[src/design/pol_pkg.sv]
// Shared types and constants for the positional ordered list.
// Used by pol_ctrl, pol_dp and positional_ordered_list. No dependencies.
`timescale 1ns / 1ps

package pol_pkg;

  // Storage size and the widths that follow from it.
  localparam int CAPACITY  = 32;
  localparam int IDX_W     = (CAPACITY > 1) ? $clog2(CAPACITY) : 1;
  localparam int CNT_W     = $clog2(CAPACITY + 1);
  // A dump reports at most this many entries.
  localparam int DUMP_LIM  = (CAPACITY > 32) ? 32 : CAPACITY;
  // Common width for comparing a position against a count.
  localparam int CMP_W     = 7;

  typedef enum logic [1:0] {
    CMD_APPEND = 2'd0,
    CMD_INSERT = 2'd1,
    CMD_DELETE = 2'd2,
    CMD_DUMP   = 2'd3
  } cmd_e;

  typedef enum logic [1:0] {
    ST_OK     = 2'd0,
    ST_FULL   = 2'd1,
    ST_BADPOS = 2'd2,
    ST_EMPTY  = 2'd3
  } status_e;

  typedef enum logic {
    S_IDLE = 1'b0,
    S_DUMP = 1'b1
  } state_e;

  // Commands from the controller to the datapath.
  typedef struct packed {
    logic load_pend;   // capture the incoming command
    logic exec;        // carry out a single-result command and fill the output register
    logic dump_start;  // clear the dump index
    logic dump_emit;   // report the entry at the dump index and advance it
  } ctl_t;

  // Status from the datapath to the controller.
  typedef struct packed {
    cmd_e pend_cmd;    // command waiting in the input register
    logic count_zero;  // list holds no entries
    logic dump_last;   // dump index points at the final entry to report
  } sts_t;

endpackage

[src/design/pol_ctrl.sv]
// Controller for the positional ordered list: input and output valid flags
// and the dump sequencer. Depends on pol_pkg.
`timescale 1ns / 1ps

module pol_ctrl import pol_pkg::*; (
  input  logic clk_i,
  input  logic rst_ni,
  input  logic in_valid_i,
  output logic in_stall_o,
  output logic out_valid_o,
  input  logic out_stall_i,
  input  sts_t sts_i,
  output ctl_t ctl_o
);

  state_e state_q, state_d;
  logic   pend_valid_q, pend_valid_d;
  logic   out_valid_q, out_valid_d;
  logic   out_free;
  logic   emit;

  // The output register can take a new result when empty or being drained.
  assign out_free    = !out_valid_q || !out_stall_i;
  assign in_stall_o  = pend_valid_q;
  assign out_valid_o = out_valid_q;

  // Next state and datapath commands.
  always_comb begin
    state_d          = state_q;
    pend_valid_d     = pend_valid_q;
    ctl_o            = '0;
    ctl_o.load_pend  = in_valid_i && !pend_valid_q;
    if (ctl_o.load_pend) begin
      pend_valid_d = 1'b1;
    end
    unique case (state_q)
      S_IDLE: begin
        if (pend_valid_q && out_free) begin
          if (sts_i.pend_cmd == CMD_DUMP && !sts_i.count_zero) begin
            ctl_o.dump_start = 1'b1;
            state_d          = S_DUMP;
          end else begin
            ctl_o.exec   = 1'b1;
            pend_valid_d = 1'b0;
          end
        end
      end
      S_DUMP: begin
        if (out_free) begin
          ctl_o.dump_emit = 1'b1;
          if (sts_i.dump_last) begin
            state_d      = S_IDLE;
            pend_valid_d = 1'b0;
          end
        end
      end
      default: begin
        state_d = S_IDLE;
      end
    endcase
  end

  // Output valid follows each result written and each transfer taken.
  assign emit = ctl_o.exec || ctl_o.dump_emit;

  always_comb begin
    out_valid_d = out_valid_q;
    if (emit) begin
      out_valid_d = 1'b1;
    end else if (out_valid_q && !out_stall_i) begin
      out_valid_d = 1'b0;
    end
  end

  // Control registers.
  always_ff @(posedge clk_i or negedge rst_ni) begin
    if (!rst_ni) begin
      state_q      <= S_IDLE;
      pend_valid_q <= 1'b0;
      out_valid_q  <= 1'b0;
    end else begin
      state_q      <= state_d;
      pend_valid_q <= pend_valid_d;
      out_valid_q  <= out_valid_d;
    end
  end

endmodule

[src/design/pol_dp.sv]
// Datapath for the positional ordered list: input register, register cells
// that shift in parallel, entry count, dump index and output register.
// Depends on pol_pkg.
`timescale 1ns / 1ps

module pol_dp import pol_pkg::*; (
  input  logic               clk_i,
  input  logic               rst_ni,
  input  logic [1:0]         cmd_i,
  input  logic signed [31:0] value_i,
  input  logic [5:0]         position_i,
  input  ctl_t               ctl_i,
  output sts_t               sts_o,
  output logic signed [31:0] item_value_o,
  output logic [4:0]         item_index_o,
  output logic [5:0]         entry_count_o,
  output logic [1:0]         status_o,
  output logic               last_o
);

  // Input register.
  cmd_e               cmd_q;
  logic signed [31:0] value_q;
  logic [5:0]         pos_q;

  // List storage and control state.
  logic [31:0]        cells_q [CAPACITY];
  logic [31:0]        cells_d [CAPACITY];
  logic [31:0]        shl     [CAPACITY];
  logic [31:0]        shr     [CAPACITY];
  logic [CNT_W-1:0]   count_q, count_d;
  logic [IDX_W-1:0]   dump_idx_q;
  logic [CNT_W-1:0]   dump_len;

  // Output register.
  logic signed [31:0] item_value_q;
  logic [4:0]         item_index_q;
  logic [5:0]         entry_count_q;
  status_e            status_q;
  logic               last_q;

  logic [CMP_W-1:0]   cnt_x, pos_x, ins_pos;
  logic               full, ins_bad, del_bad, write_ok;
  logic [IDX_W-1:0]   pos_idx;
  logic signed [31:0] exec_value;
  logic [4:0]         exec_index;
  status_e            exec_status;

  // Capture a command on its transfer.
  always_ff @(posedge clk_i) begin
    if (ctl_i.load_pend) begin
      cmd_q   <= cmd_e'(cmd_i);
      value_q <= value_i;
      pos_q   <= position_i;
    end
  end

  // Checks on the pending command.
  assign cnt_x   = CMP_W'(count_q);
  assign pos_x   = CMP_W'(pos_q);
  assign pos_idx = IDX_W'(pos_q);
  assign full    = (count_q == CNT_W'(CAPACITY));
  assign ins_pos = (cmd_q == CMD_APPEND) ? cnt_x : pos_x;
  assign ins_bad = (ins_pos > cnt_x);
  assign del_bad = (pos_x >= cnt_x);

  // The list shifted up by one with the new value at the bottom, and shifted down by one.
  always_comb begin
    shl[0]          = value_q;
    shr[CAPACITY-1] = cells_q[CAPACITY-1];
    for (int k = 1; k < CAPACITY; k++) begin
      shl[k]   = cells_q[k-1];
      shr[k-1] = cells_q[k];
    end
  end

  // Result and next contents of a single-result command.
  always_comb begin
    exec_value  = '0;
    exec_index  = '0;
    exec_status = ST_OK;
    count_d     = count_q;
    write_ok    = 1'b0;
    cells_d     = cells_q;
    case (cmd_q)
      CMD_APPEND, CMD_INSERT: begin
        if (full) begin
          exec_status = ST_FULL;
        end else if (ins_bad) begin
          exec_status = ST_BADPOS;
        end else begin
          write_ok = 1'b1;
          count_d  = count_q + CNT_W'(1);
          for (int k = 0; k < CAPACITY; k++) begin
            if (CMP_W'(k) > ins_pos) begin
              cells_d[k] = shl[k];
            end else if (CMP_W'(k) == ins_pos) begin
              cells_d[k] = value_q;
            end
          end
        end
      end
      CMD_DELETE: begin
        if (del_bad) begin
          exec_status = ST_BADPOS;
        end else begin
          write_ok   = 1'b1;
          count_d    = count_q - CNT_W'(1);
          exec_value = cells_q[pos_idx];
          exec_index = 5'(pos_q);
          for (int k = 0; k < CAPACITY; k++) begin
            if (CMP_W'(k) >= pos_x) begin
              cells_d[k] = shr[k];
            end
          end
        end
      end
      default: begin
        // Only a dump of an empty list reaches here.
        exec_status = ST_EMPTY;
      end
    endcase
  end

  // Register cells move together.
  always_ff @(posedge clk_i) begin
    if (ctl_i.exec && write_ok) begin
      cells_q <= cells_d;
    end
  end

  // Entry count and dump index.
  always_ff @(posedge clk_i or negedge rst_ni) begin
    if (!rst_ni) begin
      count_q    <= '0;
      dump_idx_q <= '0;
    end else begin
      if (ctl_i.exec) begin
        count_q <= count_d;
      end
      if (ctl_i.dump_start) begin
        dump_idx_q <= '0;
      end else if (ctl_i.dump_emit) begin
        dump_idx_q <= dump_idx_q + IDX_W'(1);
      end
    end
  end

  // A dump reports every entry, up to the dump limit.
  assign dump_len = (count_q > CNT_W'(DUMP_LIM)) ? CNT_W'(DUMP_LIM) : count_q;

  always_comb begin
    sts_o            = '0;
    sts_o.pend_cmd   = cmd_q;
    sts_o.count_zero = (count_q == '0);
    sts_o.dump_last  = ((CMP_W'(dump_idx_q) + CMP_W'(1)) == CMP_W'(dump_len));
  end

  // Output register.
  always_ff @(posedge clk_i) begin
    if (ctl_i.exec) begin
      item_value_q  <= exec_value;
      item_index_q  <= exec_index;
      entry_count_q <= 6'(count_d);
      status_q      <= exec_status;
      last_q        <= 1'b1;
    end else if (ctl_i.dump_emit) begin
      item_value_q  <= cells_q[dump_idx_q];
      item_index_q  <= 5'(dump_idx_q);
      entry_count_q <= 6'(count_q);
      status_q      <= ST_OK;
      last_q        <= sts_o.dump_last;
    end
  end

  assign item_value_o  = item_value_q;
  assign item_index_o  = item_index_q;
  assign entry_count_o = entry_count_q;
  assign status_o      = status_q;
  assign last_o        = last_q;

endmodule

[src/design/positional_ordered_list.sv]
// Top level of the positional ordered list: joins controller and datapath.
// Depends on pol_pkg, pol_ctrl and pol_dp.
//
//   Channel  Handshake                  Payload
//   input    in_valid_i / in_stall_o    cmd_i, value_i, position_i
//   output   out_valid_o / out_stall_i  item_value_o, item_index_o, entry_count_o,
//                                       status_o, last_o
//
// Append, insert and delete each update the register cells, which shift in parallel,
// all at once; the input register stays full, and the input stalled, in the cycle
// that carries such a command out. A dump clears the dump index, then reports the
// entries, one result a cycle while the output is not stalled, as the dump index
// steps through the cells; no new command starts meanwhile.
// One command waits in an input register, so a transfer is taken while a result waits.
// Reset clears the entry count and the valid flags; the cells need no clearing.
// A stalled output holds its result and the pending command waits.
`timescale 1ns / 1ps

module positional_ordered_list import pol_pkg::*; (
  input  logic               clk_i,
  input  logic               rst_ni,
  input  logic               in_valid_i,
  output logic               in_stall_o,
  input  logic [1:0]         cmd_i,
  input  logic signed [31:0] value_i,
  input  logic [5:0]         position_i,
  output logic               out_valid_o,
  input  logic               out_stall_i,
  output logic signed [31:0] item_value_o,
  output logic [4:0]         item_index_o,
  output logic [5:0]         entry_count_o,
  output logic [1:0]         status_o,
  output logic               last_o
);

  ctl_t ctl;
  sts_t sts;

  // Controller.
  pol_ctrl u_ctrl (
    .clk_i       (clk_i),
    .rst_ni      (rst_ni),
    .in_valid_i  (in_valid_i),
    .in_stall_o  (in_stall_o),
    .out_valid_o (out_valid_o),
    .out_stall_i (out_stall_i),
    .sts_i       (sts),
    .ctl_o       (ctl)
  );

  // Datapath.
  pol_dp u_dp (
    .clk_i         (clk_i),
    .rst_ni        (rst_ni),
    .cmd_i         (cmd_i),
    .value_i       (value_i),
    .position_i    (position_i),
    .ctl_i         (ctl),
    .sts_o         (sts),
    .item_value_o  (item_value_o),
    .item_index_o  (item_index_o),
    .entry_count_o (entry_count_o),
    .status_o      (status_o),
    .last_o        (last_o)
  );

endmodule
[config.mk]
export PLATFORM = sky130hd
export DESIGN_NAME = positional_ordered_list
export DESIGN_NICKNAME = d
export VERILOG_FILES = /design/src/design/pol_pkg.sv /design/src/design/pol_ctrl.sv /design/src/design/pol_dp.sv /design/src/design/positional_ordered_list.sv
export SDC_FILE = /design/constraint.sdc
export NUM_CORES = 2
export LEC_CHECK = 0
export BUFFER_PORTS_ARGS = -buffer_cell sky130_fd_sc_hd__clkbuf_2
export CORE_MARGIN = 1.5
export CORE_UTILIZATION = 50
export DETAILED_ROUTE_END_ITERATION = 10
export PLACE_DENSITY = 0.66
export SLEW_MARGIN = 20
export SYNTH_ARGS = -nofsm -noshare
export SYNTH_HDL_FRONTEND = slang
export SYNTH_SLANG_ARGS = --single-unit
[constraint.sdc]
create_clock -name clk_i -period 11.6 [get_ports clk_i]
set_input_delay 1.16 -clock clk_i [delete_from_list [all_inputs] [get_ports clk_i]]
set_output_delay 1.16 -clock clk_i [all_outputs]
set_load 0.05 [all_outputs]
==> run metrics <==
outcome=finished, final reports clean; CP Launch Point=u_dp.cmd_q[1]$_DFFE_PP_; Crit path arrival time=about 6600 ps; ys async rst share=0.0125; final setup violation count=0; Setup crit end kind=flop; DR vias/cell=around 7; PD cells=approximately 160 mW/mm²; port buffer count=slightly above 90; RSZ-0062 raised after global routing=no; setup TNS=0 ps; chip width=~380 µm; post-synthesis cell area=slightly above 0.07 mm²; TritonCTS clock tree=built; io pins=just over 90; most frequent cells in the layout=1270 x nand2_1, 1109 x edfxtp_1, 1026 x mux2i_1; Root Buffer=clkbuf_16; commonest non-fill, non-tap cell in the layout=nand2_1; total clock sinks=around 1.1k; Filler Cells Inserted=12.1k; Leak Pwr=27.7 nW; GRT overflow=0; post_cts resized=0; Setup Skew=roughly 29 ps; Sw Share=0.327; DRC viols=0; R2R setup slack=about 5400 ps; top cell family by delay on the critical path=compound AO/OA/AOI/OAI gates; Post-Synthesis Cells=between 6k and 7k; Mapped Avg Cell Area=approximately 12 µm²; register area=about 0.034 mm²; Synth Register Bits=1124; post-CTS setup buffer count=0; design area=about 0.08 mm²; Row Count=139; Hold Vio Cnt, Final=0; TritonCTS Buffers=approximately 130; Setup CP Type=reg -> reg; Worst R2R Path Depth=13; slowest stage delay, CP=approximately 1000 ps; total number of H-tree levels=4; worst reg2reg startpoint=u_dp.cmd_q[1]$_DFFE_PP_; CP Cell Sequence=buf_4, nor2_4, mux2i_4, inv_6, ha_1, a21oi_1, a21oi_1, o21bai_1, nand2_1, a21o_2, buf_4, a211oi_4, buf_4; CP most frequent cell=buf_4; vias=between 50k and 60k; crit path time final=~6200 ps; area of the core=around 0.14 mm²; Routed WL=between 200000 and 300000 µm; vias in the first global route=~53k; multi-input logic area=roughly 0.037 mm²; layout cells sized above 1=0.179; sequential power share=0.386; critical path's slowest cell=a211oi_4; r2r endpoint=u_dp.cells_q[825]$_DFFE_PP_; starting DRC count in detailed routing=between 9k and 10k; buffer and inverter count on the worst path=4; clock transition at the registers of the reported paths=roughly 70 ps; largest net degree at the start of global routing=between 200 and 300; post-synthesis cell type count=78; placed cell area=between 0.07 and 0.08 mm²; Nets=around 6.0k; total global-route track usage=0.344; Max Freq=approximately 0.16 GHz; CP startpoint kind=flop; ys flop type=edfxtp_1; Clock Tree Buf Depth=3; first-pass GRT wire length=roughly 370000 µm; Final HPWL DP=between 100000 and 150000 µm; Warnings, synthesis=0; Pre-antenna DRT Iters=6; Starting Density=0.505; Hold WC Path Type=in -> async; post-synthesis sequential area ratio=0.463; Max transition margin=0.177; Worst EP required=around 12000 ps; max-slew violations=0; measured slew at the worst slew-check pin=~1200 ps; final core occ=0.546; routability cong.=approximately 0.94; clock power share=0.330; Max-Cap Viols=0; Routed Antenna Nets=0; Psw=4.06 mW; WL per Instance=approximately 33 µm; Tcrit/Tclk final=0.537; Internal=between 8 and 9 mW; initial antenna violation count=3; Area growth, synth to finish=8.15%; worst-path maximum fanout=32; clk_lat worst skew=between 700 and 800 ps; Post-CTS Hold Fix Bufs=0; die area=between 0.1 and 0.15 mm²; syn_nets=between 6k and 7k; Chip Height=384 µm; Peak VDD IR=0.000272 V; Comb power frac=0.284; Post-synth EDFFs=around 1.1k
## state kept, by name, indices dropped and copies added (netlist names), 2 cells and up
register            count
u_dp.cells_q         1024
u_dp.item_value_o      32
u_dp.value_q           32
u_dp.count_q            6
u_dp.entry_count_o      6
u_dp.pos_q              6
u_dp.dump_idx_q         5
u_dp.item_index_o       5
u_dp.cmd_q              2
u_dp.status_o           2
## logic make-up (layout without fill, tap and decap cells)
family	count (synthesis)	after routing	share of synthesized area
mux	1577	1577	0.311
simple gates	1500	1500	0.0811
compound gates	1284	1284	0.0988
flops	1124	1124	0.463
buf+inv	646	502	0.0412
fa+ha+maj	15	15	0.00258
xor+xnor	15	15	0.00200
other cells	0	2	0
## power by group through the flow
stage / combinational [mW] / clock [mW] / sequential (mW)
after floorplan: 2.34 / 0 / 5.01
after global placement: 3.41 / 0 / 4.88
after detailed placement: 3.46 / 0 / 4.88
after CTS: 3.47 / 4.12 / 4.80
after global routing: 3.68 / 4.26 / 4.81
final: 3.53 / 4.10 / 4.80
## worst max path at each step
stage / slack (ps) / to / cells past startpoint
finish: 5370 / u_dp.cells_q[825]$_DFFE_PP_ / 13
global route: 5220 / u_dp.cells_q[825]$_DFFE_PP_ / 13
CTS: 5480 / u_dp.cells_q[803]$_DFFE_PP_ / 13
detailed placement: 5500 / u_dp.cells_q[808]$_DFFE_PP_ / 13
global placement: 5580 / u_dp.cells_q[808]$_DFFE_PP_ / 13
floorplan: 3110 / u_dp.cells_q[1000]$_DFFE_PP_ / 12
## metrics by stage
step           std cells  power, mW  hold WS, ps  worst slack (ps)
6_report            7922       12.4          292              5370
3_3_place_gp        7668       8.28          462              5580
3_5_place_dp        7670       8.33          468              5500
4_1_cts             7911       12.4          269              5480
2_1_floorplan       6161       7.35          534              3110
5_1_grt             7920       12.7          311              5220
## per-layer routing
| metal | track usage | vias up | share of wire |
|---|---|---|---|
| li1 | - | 23028 | - |
| met1 | 0.474 | 27803 | 0.37 |
| met2 | 0.501 | 4405 | 0.43 |
| met3 | 0.0968 | 751 | 0.14 |
| met4 | 0.171 | 4 | 0.054 |
| met5 | 0 | - | 0.000093 |
## cell usage after synthesis (9+ instances only)
master / number / area [µm²]
clkbuf_1: 404 / 1520
buf_4: 63 / 473
edfxtp_1: 1109 / 33300
ha_1: 15 / 188
a31oi_1: 70 / 438
dfrtp_1: 14 / 350
nor2b_1: 10 / 62.6
mux4_2: 544 / 12300
mux2i_1: 1026 / 10300
buf_6: 28 / 315
nor2_1: 141 / 529
buf_1: 46 / 173
nand2_1: 1273 / 4780
o21ai_1: 236 / 1180
buf_2: 90 / 450
a21oi_1: 66 / 330
inv_1: 10 / 37.5
xnor2_1: 9 / 78.8
nor3_1: 14 / 70.1
o21ai_0: 677 / 3390
a22oi_1: 96 / 721
nand3_1: 15 / 75.1
o22ai_1: 73 / 457
## area by class of cell
cell class	instances	area share
inverter	15	0.000938
antenna	2	0.0000636
clock inverter	67	0.00730
clock buffer	174	0.0447
timing repair buffer	246	0.0235
sequential	1124	0.428
multi-input combinational	4391	0.465
tap	1903	0.0303
## worst reg2reg max path: stages (launching register included)
cell	delay [ps]
edfxtp_1	360
buf_4	260
nor2_4	640
mux2i_4	630
inv_6	170
ha_1	360
a21oi_1	150
a21oi_1	100
o21bai_1	600
nand2_1	250
a21o_2	340
buf_4	340
a211oi_4	1040
buf_4	600
(Power assumes the default switching activity.)
